## src/hdl/u8dec_pkg.sv

```systemverilog
package u8dec_pkg;

   localparam int ByteWidth = 8;
   localparam int CpWidth   = 21;
   localparam int HoldDepth = 3;

   localparam logic [CpWidth-1:0] ReplacementCp = 21'h00fffd;

   typedef logic [ByteWidth-1:0] byte_type;
   typedef logic [CpWidth-1:0]   cp_type;
   typedef logic [1:0]           count_type;
   typedef logic [2:0]           len_type;

   localparam len_type LenInvalid = 3'd0;
   localparam len_type LenOne     = 3'd1;
   localparam len_type LenTwo     = 3'd2;
   localparam len_type LenThree   = 3'd3;
   localparam len_type LenFour    = 3'd4;

   // Sequence length announced by a lead byte; zero for continuation bytes and F8-FF.
   function automatic len_type lead_length(input byte_type b);
      len_type len;
      if (b[7] == 1'b0) begin
         len = LenOne;
      end else if ((b & 8'he0) == 8'hc0) begin
         len = LenTwo;
      end else if ((b & 8'hf0) == 8'he0) begin
         len = LenThree;
      end else if ((b & 8'hf8) == 8'hf0) begin
         len = LenFour;
      end else begin
         len = LenInvalid;
      end
      return len;
   endfunction

endpackage

```

## src/hdl/u8dec_req_if.sv

```systemverilog
interface u8dec_req_if;
   import u8dec_pkg::*;

   logic     valid;
   logic     ready;
   byte_type data_byte;
   logic     stream_end;

   modport source (output valid, output data_byte, output stream_end, input ready);
   modport sink   (input valid, input data_byte, input stream_end, output ready);
endinterface

```

## src/hdl/u8dec_rsp_if.sv

```systemverilog
interface u8dec_rsp_if;
   import u8dec_pkg::*;

   logic   valid;
   logic   ready;
   cp_type codepoint;
   logic   replaced;
   logic   run_last;

   modport source (output valid, output codepoint, output replaced, output run_last,
                   input ready);
   modport sink   (input valid, input codepoint, input replaced, input run_last,
                   output ready);
endinterface

```

## src/hdl/utf8_codepoint_decoder.sv

```systemverilog
// The first result word of an input byte appears in the cycle after the byte is taken.
// One byte per cycle while each byte gives at most one word and the result side takes it;
// a byte that gives n words holds the single result register, and new input waits until
// the last of them is taken. Reset (synchronous, active high) empties the result register
// and drops any partly received sequence; the held byte buffer itself is not cleared.
module utf8_codepoint_decoder (
   input logic  clock,
   input logic  reset,
   u8dec_req_if.sink   req_ch,
   u8dec_rsp_if.source rsp_ch
);
   import u8dec_pkg::*;

   // Decoder state.
   count_type pend_count_ff, pend_count_in;
   len_type   exp_len_ff, exp_len_in;
   byte_type  pend_bytes_ff [HoldDepth];
   logic      wr_en;
   count_type wr_idx;

   // Result register: a burst of replacement words followed by an optional final word.
   count_type rep_left_ff, rep_left_in;
   logic      fin_valid_ff, fin_valid_in;
   cp_type    fin_cp_ff, fin_cp_in;
   logic      fin_rep_ff, fin_rep_in;

   // Burst produced by the byte at the input.
   count_type rep_n;
   logic      fin_v;
   cp_type    fin_cp;
   logic      fin_rep;

   logic      busy;
   logic      rsp_fire;
   logic      last_beat;
   logic      req_fire;
   logic      is_cont;
   len_type   new_len;
   cp_type    assembled;
   byte_type  b;

   assign b         = req_ch.data_byte;
   assign busy      = (rep_left_ff != 2'd0) || fin_valid_ff;
   assign rsp_fire  = rsp_ch.valid && rsp_ch.ready;
   assign last_beat = rsp_fire && rsp_ch.run_last;
   assign req_ch.ready = !busy || last_beat;
   assign req_fire  = req_ch.valid && req_ch.ready;
   assign is_cont   = (b[7:6] == 2'b10);
   assign new_len   = lead_length(b);

   always_comb begin
      case (exp_len_ff)
         LenTwo:   assembled = {10'd0, pend_bytes_ff[0][4:0], b[5:0]};
         LenThree: assembled = {5'd0, pend_bytes_ff[0][3:0], pend_bytes_ff[1][5:0], b[5:0]};
         default:  assembled = {pend_bytes_ff[0][2:0], pend_bytes_ff[1][5:0],
                                pend_bytes_ff[2][5:0], b[5:0]};
      endcase
   end

   always_comb begin
      pend_count_in = pend_count_ff;
      exp_len_in    = exp_len_ff;
      wr_en         = 1'b0;
      wr_idx        = pend_count_ff;
      rep_n         = 2'd0;
      fin_v         = 1'b0;
      fin_cp        = {13'd0, b};
      fin_rep       = 1'b0;
      if ((pend_count_ff != 2'd0) && is_cont) begin
         if ({1'b0, pend_count_ff} + 3'd1 == exp_len_ff) begin
            fin_v         = 1'b1;
            fin_cp        = assembled;
            pend_count_in = 2'd0;
            exp_len_in    = LenInvalid;
         end else if (!req_ch.stream_end) begin
            wr_en         = 1'b1;
            pend_count_in = pend_count_ff + 2'd1;
         end else begin
            // Stream ends mid-sequence: every held byte and this one are replaced.
            rep_n         = pend_count_ff;
            fin_v         = 1'b1;
            fin_cp        = ReplacementCp;
            fin_rep       = 1'b1;
            pend_count_in = 2'd0;
            exp_len_in    = LenInvalid;
         end
      end else begin
         // Any held bytes were cut short; the current byte is decoded afresh.
         rep_n         = pend_count_ff;
         pend_count_in = 2'd0;
         exp_len_in    = LenInvalid;
         if (new_len == LenOne) begin
            fin_v = 1'b1;
         end else if ((new_len != LenInvalid) && !req_ch.stream_end) begin
            wr_en         = 1'b1;
            wr_idx        = 2'd0;
            pend_count_in = 2'd1;
            exp_len_in    = new_len;
         end else begin
            fin_v   = 1'b1;
            fin_cp  = ReplacementCp;
            fin_rep = 1'b1;
         end
      end
   end

   always_comb begin
      rep_left_in  = rep_left_ff;
      fin_valid_in = fin_valid_ff;
      fin_cp_in    = fin_cp_ff;
      fin_rep_in   = fin_rep_ff;
      if (rsp_fire) begin
         if (rep_left_ff != 2'd0) begin
            rep_left_in = rep_left_ff - 2'd1;
         end else begin
            fin_valid_in = 1'b0;
         end
      end
      if (req_fire) begin
         rep_left_in  = rep_n;
         fin_valid_in = fin_v;
         fin_cp_in    = fin_cp;
         fin_rep_in   = fin_rep;
      end
   end

   always_ff @(posedge clock) begin
      if (reset) begin
         pend_count_ff <= 2'd0;
         exp_len_ff    <= LenInvalid;
         rep_left_ff   <= 2'd0;
         fin_valid_ff  <= 1'b0;
      end else begin
         if (req_fire) begin
            pend_count_ff <= pend_count_in;
            exp_len_ff    <= exp_len_in;
         end
         rep_left_ff  <= rep_left_in;
         fin_valid_ff <= fin_valid_in;
      end
   end

   always_ff @(posedge clock) begin
      fin_cp_ff  <= fin_cp_in;
      fin_rep_ff <= fin_rep_in;
      if (req_fire && wr_en) begin
         pend_bytes_ff[wr_idx] <= b;
      end
   end

   assign rsp_ch.valid     = busy;
   assign rsp_ch.codepoint = (rep_left_ff != 2'd0) ? ReplacementCp : fin_cp_ff;
   assign rsp_ch.replaced  = (rep_left_ff != 2'd0) ? 1'b1 : fin_rep_ff;
   assign rsp_ch.run_last  = (rep_left_ff != 2'd0) ? ((rep_left_ff == 2'd1) && !fin_valid_ff)
                                                   : 1'b1;

   // A held sequence is always shorter than the length its lead announced.
   a_pend_below_len: assert property (@(posedge clock) disable iff (reset)
      (pend_count_ff != 2'd0) |-> ({1'b0, pend_count_ff} < exp_len_ff))
      else $error("held byte count not below expected length");

   // No sequence is open while nothing is held.
   a_idle_no_len: assert property (@(posedge clock) disable iff (reset)
      (pend_count_ff == 2'd0) |-> (exp_len_ff == LenInvalid))
      else $error("expected length set with no held bytes");

   // The last byte of a text never leaves a sequence open.
   a_end_clears: assert property (@(posedge clock) disable iff (reset)
      (req_ch.valid && req_ch.ready && req_ch.stream_end) |=> (pend_count_ff == 2'd0))
      else $error("sequence still held after stream end");

   // Words of a replacement burst ahead of the final word carry the replacement code.
   a_burst_fffd: assert property (@(posedge clock) disable iff (reset)
      (rsp_ch.valid && !rsp_ch.run_last) |-> (rsp_ch.replaced &&
                                               rsp_ch.codepoint == ReplacementCp))
      else $error("non-final word of a burst is not a replacement");

endmodule

```

## src/flat_wrapper.sv

```systemverilog
// flat-port wrapper written by rule: the top's interface ports become plain ports
module utf8_codepoint_decoder_flat import u8dec_pkg::*;
  (clock, reset, req_ch_valid, req_ch_data_byte, req_ch_stream_end, req_ch_ready, rsp_ch_valid, rsp_ch_codepoint, rsp_ch_replaced, rsp_ch_run_last, rsp_ch_ready);
  u8dec_req_if req_ch_i ();
  u8dec_rsp_if rsp_ch_i ();
  input logic clock;
  input logic reset;
  input wire logic [$bits(req_ch_i.valid)-1:0] req_ch_valid;
  input wire logic [$bits(req_ch_i.data_byte)-1:0] req_ch_data_byte;
  input wire logic [$bits(req_ch_i.stream_end)-1:0] req_ch_stream_end;
  output wire logic [$bits(req_ch_i.ready)-1:0] req_ch_ready;
  output wire logic [$bits(rsp_ch_i.valid)-1:0] rsp_ch_valid;
  output wire logic [$bits(rsp_ch_i.codepoint)-1:0] rsp_ch_codepoint;
  output wire logic [$bits(rsp_ch_i.replaced)-1:0] rsp_ch_replaced;
  output wire logic [$bits(rsp_ch_i.run_last)-1:0] rsp_ch_run_last;
  input wire logic [$bits(rsp_ch_i.ready)-1:0] rsp_ch_ready;
  assign req_ch_i.valid = req_ch_valid;
  assign req_ch_i.data_byte = req_ch_data_byte;
  assign req_ch_i.stream_end = req_ch_stream_end;
  assign req_ch_ready = req_ch_i.ready;
  assign rsp_ch_valid = rsp_ch_i.valid;
  assign rsp_ch_codepoint = rsp_ch_i.codepoint;
  assign rsp_ch_replaced = rsp_ch_i.replaced;
  assign rsp_ch_run_last = rsp_ch_i.run_last;
  assign rsp_ch_i.ready = rsp_ch_ready;
  utf8_codepoint_decoder u_core (.clock(clock), .reset(reset), .req_ch(req_ch_i), .rsp_ch(rsp_ch_i));
endmodule
```

## config.mk

```make
export PLATFORM = sky130hd
export DESIGN_NAME = utf8_codepoint_decoder_flat
export DESIGN_NICKNAME = d
export VERILOG_FILES = /design/src/hdl/u8dec_pkg.sv /design/src/hdl/u8dec_req_if.sv /design/src/hdl/u8dec_rsp_if.sv /design/src/hdl/utf8_codepoint_decoder.sv /design/src/flat_wrapper.sv
export SDC_FILE = /design/constraint.sdc
export NUM_CORES = 1
export LEC_CHECK = 0
export BUFFER_PORTS_ARGS = -buffer_cell sky130_fd_sc_hd__buf_4
export CORE_MARGIN = 4
export CORE_UTILIZATION = 40
export CTS_BUF_LIST = sky130_fd_sc_hd__clkbuf_8
export DETAILED_ROUTE_END_ITERATION = 10
export GPL_TIMING_DRIVEN = 0
export PLACE_DENSITY_LB_ADDON = 0.12
export SETUP_SLACK_MARGIN = 0.1
export SYNTH_ARGS = -nofsm -noshare
export SYNTH_HDL_FRONTEND = slang
export SYNTH_SLANG_ARGS = --single-unit
```

## constraint.sdc

```tcl
create_clock -name clock -period 2.9 [get_ports clock]
set_clock_uncertainty 0.05 [all_clocks]
set_input_delay 0.145 -clock clock [delete_from_list [all_inputs] [get_ports clock]]
set_output_delay 0.145 -clock clock [all_outputs]
set_load 0.03 [all_outputs]
```

# Word level (Yosys, flattened, before mapping)
# Memories as Yosys holds them, arrays and structs flattened.
# Cells that the tools add are included.
# classes
add_sub_neg,3
n_eq_ne,11
mux,50
reduce_logical,20
# op_table
op,n
21-bit 2-to-1 mux,4
21-bit case mux with 2 select lines,1
16-bit 2-to-1 mux,2
3-bit 2-to-1 mux,9
2-bit 2-to-1 mux,13
1-bit 2-to-1 mux,21
2-bit nonzero test,4
1-bit logical AND,7
3-bit by 2-bit == test with 1-bit output (second input constant),2
2-bit AND reduction,3
5-bit == test (second input constant),1
4-bit == test (second input constant),1
2-bit by 1-bit adder with 3-bit output (second input constant),1
3-bit by 1-bit == test with 1-bit output (second input constant),1
3-bit == test,1
3-bit == test (second input constant),1
1-bit zero test,3
3-bit != test (second input constant),1
3-bit nonzero test,1
2-bit by 1-bit adder with 2-bit output (second input constant),1
2-bit by 1-bit == test with 1-bit output (second input constant),1
2-bit == test (second input constant),1
1-bit logical OR,2
2-bit by 1-bit != test with 1-bit output (second input constant),1
2-bit by 1-bit subtractor with 2-bit output (second input constant),1
# totals
reg_bits,30
mem_bits_rw,24
output_inout_bits,25
wordCells,91
mem_count,1
# mem_list
name,words,word_bits,rd,rd_clocked_by_memory_dff,write_ports,line,rtl
u_core.pend_bytes_ff,3,8,3,0,1,utf8_codepoint_decoder.sv:17,byte_type pend_bytes_ff [HoldDepth];

# Logic depth before layout (Yosys ltp)
# logic_depth
ltp_word,13
ltp_mapped,9
mapped_depth_nobuf,9

# Least setup slack after synthesis
# OpenSTA, ideal clock, no wires.
# synth_timing
path_kind,reg-to-reg
start,register u_core.rep_left_ff[0]
end,memory u_core.pend_bytes_ff[1][0] (netlist bit) (enable)
setup_ps,386
t_arrival_ps,2650
required_ps,2464
slack_ps,-185
stages_incl_launch_ff,9
n_path_buf,0
path_cell_list,dfxtp_1 inv_1 ha_1 nand2b_1 nand3_1 nand2_1 clkinv_1 nand2_1 nor4_1
# synth_via
elab_chain_cells,9
# synth_rtl
item,line,rtl
"start, declared",utf8_codepoint_decoder.sv:22,"count_type rep_left_ff, rep_left_in;"
"start signal, assigned",utf8_codepoint_decoder.sv:138,rep_left_ff <= rep_left_in;
2-bit nonzero test *,utf8_codepoint_decoder.sv:43,assign busy = (rep_left_ff != 2'd0) || fin_valid_ff;
1-bit logical OR *,utf8_codepoint_decoder.sv:43,
via rsp_ch_valid,flat_wrapper.sv:12,output wire logic [$bits(rsp_ch_i.valid)-1:0] rsp_ch_valid;
1-bit logical AND,utf8_codepoint_decoder.sv:44,assign rsp_fire = rsp_ch.valid && rsp_ch.ready;
1-bit logical AND,utf8_codepoint_decoder.sv:45,assign last_beat = rsp_fire && rsp_ch.run_last;
1-bit logical OR *,utf8_codepoint_decoder.sv:46,assign req_ch.ready = !busy || last_beat;
via req_ch_ready,flat_wrapper.sv:11,output wire logic [$bits(req_ch_i.ready)-1:0] req_ch_ready;
1-bit logical AND *,utf8_codepoint_decoder.sv:47,assign req_fire = req_ch.valid && req_ch.ready;
via u_core.req_fire,utf8_codepoint_decoder.sv:36,logic req_fire;
1-bit logical AND *,utf8_codepoint_decoder.sv:146,if (req_fire && wr_en) begin
1-bit 2-to-1 mux *,utf8_codepoint_decoder.sv:146,
1-bit 2-to-1 mux (not written as such) *,utf8_codepoint_decoder.sv:147,pend_bytes_ff[wr_idx] <= b;
"end, declared",utf8_codepoint_decoder.sv:17,
# The timed path passes the listed nets; every way through them passes the cells marked *.

# Worst setup path in the final report
# layout_timing
start,register u_core.pend_count_ff[0]
end,register u_core.exp_len_ff[1]
# layout_via
elab_chain_cells,4
# layout_rtl
item,line,rtl
"start, declared",utf8_codepoint_decoder.sv:15,"count_type pend_count_ff, pend_count_in;"
"start signal, assigned",utf8_codepoint_decoder.sv:135,pend_count_ff <= pend_count_in;
2-bit by 1-bit adder with 3-bit output or 2-bit nonzero test (tied branches),"utf8_codepoint_decoder.sv:70, utf8_codepoint_decoder.sv:69",
3-bit == test or 1-bit logical AND (tied branches),"utf8_codepoint_decoder.sv:70, utf8_codepoint_decoder.sv:69",
3-bit != test (no line) or 3-bit 2-to-1 mux (tied branches),n/a,
2-bit AND reduction (no line) or 3-bit 2-to-1 mux (tied branches),n/a,
"end signal, assigned",utf8_codepoint_decoder.sv:130,exp_len_ff <= LenInvalid;
"end signal, assigned",utf8_codepoint_decoder.sv:136,exp_len_ff <= exp_len_in;
"end, declared",utf8_codepoint_decoder.sv:16,"len_type exp_len_ff, exp_len_in;"
# Parallel ways exist; a longest one is shown, timed or not.
# A chain may end at the register's enable or synchronous reset.

==> results.toml <==
[timing]
max_freq_mhz = 363
fin_crit_sh = 0.949
setup_tns_ns = 0
slew_viol_final = 0
tightest_slew_ns = 0.892
relSlewSlack = 0.396
finalHoldViolCount = 0
min_period_ns = 2.75
setup_viol = 0
rsz0062_at_grt = "true"

[floorplan]
core_area_sq_um = 5240
num_rows = 26
io_pins = 38
dieHeight_um = 82.5
die_x_um = 82.5
initial_utilization = 0.424
die_area_sq_um = 6800

[power_and_ir_drop]
ir_drop_v = 0.000507
p_leak_nw = 1.05
p_per_area_nw_per_um2 = 882

[finish]
layout-drive-gt1-share = 0.212
ff_latch_area_sq_um = 1330
syn_to_final_growth_pct = 23.6
design_area_sq_um = 2740
fillers = 488
antenna_cells = 0
fin_nets = 261
multi_input_area_sq_um = 850

[clock_tree]
cts_sinks = 47
worstSkewPairLatency_ns = 0.29
cts_buffers = 5
cts_root_buffer = "clkbuf_8"
tritoncts = "built"
cts_buffer_depth = 2
clkTransAtPathRegs_ns = 0.08
h-tree-depth = 2

[global_route]
grt_max_degree = 32
grt_pass1_wl_um = 6640
grt_pass1_vias = 1381
antenna_found_initial = 0
grt_overflow = 0
grt_usage = 0.132

[critical_path]
worstSetupPathType = "reg2reg"
critPathMaxFanout = 6
max_stage_delay_ns = 0.79
slowest_stage = "o311ai_1"
path_buf_inv = 1
cp_top_family = "compound AO/OA/AOI/OAI gates"
end_kind = "flop"
r2r_slack_ns = 0.15
required_ns = 3.04
cp-start-kind = "flop"
arrival_ns = 2.89
crit_path_cell_trace = "inv_1 -> ha_1 -> xor2_1 -> o311ai_1 -> and2_1 -> nor2_1 -> a22o_1"
crit-reg2reg-launch = "u_core.pend_count_ff[0]$_SDFFE_PP0P_"
critPathLaunch = "u_core.pend_count_ff[0]$_SDFFE_PP0P_"

[synthesis]
yosys_warnings = 0
synth-seq-area-share = 0.600
ys_seq_elements = 47
postSynthCellCount = 196
yosysUniqueCellTypes = 35
synth_area_sq_um = 2220
synth.avg_cell_area_sq_um = 11.3
syn_nets = 213
async_flop_share = 0
synth_flop_cell = "edfxtp_1"
synth_edf_count = 39

[detailed_routing]
drc = 0
routed_wirelength_um = 4350
num_vias = 1552
antenna_left = 0
drtIter0Drc = 107
drt-pass1-iter-count = 4
wl_per_cell_um = 13.8
via_per_inst = 4.93

[worst_hold_path]
min-delay-start = "req_ch_data_byte[3]"
hp-class = "in2reg"

[placement]
placed_area_sq_um = 2590
hpwl_um = 3060
gp_congestion = 0.829
placement.io_buffers = 36

[run_status]
status = "finished, final reports clean"

[run]
drv_cap = 0
[cell usage in the layout, fill, tap and decap left out, types with 3 or more instances in the layout]
cell,netlist,routed
and3_1,5,5
o21ai_0,10,10
and2_1,13,13
edfxtp_1,39,39
dlygate4sd3_1,0,3
o22ai_1,3,3
ha_1,4,4
dfxtp_1,8,8
mux2i_1,6,6
nor2_1,12,12
buf_4,1,39
inv_1,10,11
a21oi_1,16,15
clkbuf_1,5,5
nand2b_1,25,25
nand2_1,8,8
nor3_1,3,3
nand3_1,3,3
a22o_1,3,3
clkbuf_8,0,5
[state kept, by name, summed over array words and instances, names as in the netlist]
| signal | count |
|---|---|
| u_core.fin_rep_ff | 1 |
| u_core.pend_count_ff | 2 |
| u_core.rep_left_ff | 2 |
| u_core.fin_valid_ff | 1 |
| u_core.fin_cp_ff | 21 |
| u_core.pend_bytes_ff | 17 |
| u_core.exp_len_ff | 3 |
[layout make-up]
class,instances,share of cell area
plain buffers,7,0.0109
clock inverters,3,0.00593
clock buffers,5,0.0251
flip-flops and latches,47,0.485
repair buffers,41,0.115
multi-input cells,131,0.310
well taps,70,0.0319
inverters,11,0.0160
[per-layer routing]
| metal | up-vias | wire [um] | track usage | part of all wire |
|---|---|---|---|---|
| li1 | 788 | - | - | - |
| met1 | 710 | 1930 | 0.162 | 0.44 |
| met2 | 46 | 2140 | 0.231 | 0.49 |
| met3 | 8 | 238 | 0.0336 | 0.055 |
| met4 | 0 | 44 | 0.0349 | 0.010 |
| met5 | - | 0 | 0 | 0 |
[cells by family after synthesis]
logic type	Yosys count	synth area share
simple gates	79	0.203
flops	47	0.600
mux	6	0.0271
buf+inv	18	0.0321
fa+ha+maj	4	0.0226
compound gates	39	0.103
xor+xnor	3	0.0118
[timing repair]
| action | CTS | global route |
|---|---|---|
| gates resized for setup | 0 | 4 |
| hold endpoints to repair | 6 | 3 |
| pin swaps | 0 | 2 |
| hold buffers | 2 | 1 |
| endpoints found under the setup margin | 12 | 12 |
| setup buffers | 0 | 2 |
[Yosys cell counts (2+ instances only)]
cell	number	area share
o22ai_1	3	0.0085
and3_1	5	0.014
clkbuf_1	5	0.0085
edfxtp_1	39	0.53
o21a_1	2	0.0068
nand2b_1	25	0.071
nor2_1	12	0.020
dfxtp_1	8	0.072
a22o_1	3	0.012
inv_1	10	0.017
nand3_1	3	0.0068
o21ai_0	10	0.023
nor3b_1	2	0.0068
xor2_1	2	0.0079
nor3_1	3	0.0068
and2_1	13	0.037
a21oi_1	16	0.036
nand2_1	8	0.014
nor4_1	2	0.0056
nand3b_1	2	0.0068
mux2i_1	6	0.027
ha_1	4	0.023
[final timing paths]
check                           cells after the start                              endpoint
worst min register to register                      2      u_core.fin_valid_ff$_SDFFE_PP0P_
worst min-delay path                                1  u_core.pend_bytes_ff[2][3]$_DFFE_PP_
worst max-delay path                                7     u_core.exp_len_ff[1]$_SDFFE_PP0P_
worst max register to register                      7     u_core.exp_len_ff[1]$_SDFFE_PP0P_
[metrics by stage]
step / worst slack, ns / total power [mW] / hold WS [ns] / instances / utilization
global route: 0.0210 / 2.57 / 0.0239 / 315 / 0.524
CTS: 0.0694 / 2.43 / 0.00463 / 312 / 0.515
global placement: 0.111 / 2.06 / 0.300 / 302 / 0.495
finish: 0.147 / 2.42 / 0.0360 / 315 / 0.524
detailed placement: 0.0922 / 2.06 / 0.302 / 302 / 0.495
floorplan: 0.177 / 1.67 / 0.194 / 196 / -
[where the power goes]
group	total, mW	leakage (nW)	switching (mW)	internal (mW)
Clock	0.373	0.0453	0.208	0.165
Combinational	1.15	0.572	0.750	0.403
Sequential	0.892	0.429	0.0339	0.858
Total	2.42	1.05	0.992	1.43
No activity file was read; power rests on OpenSTA's default activity.
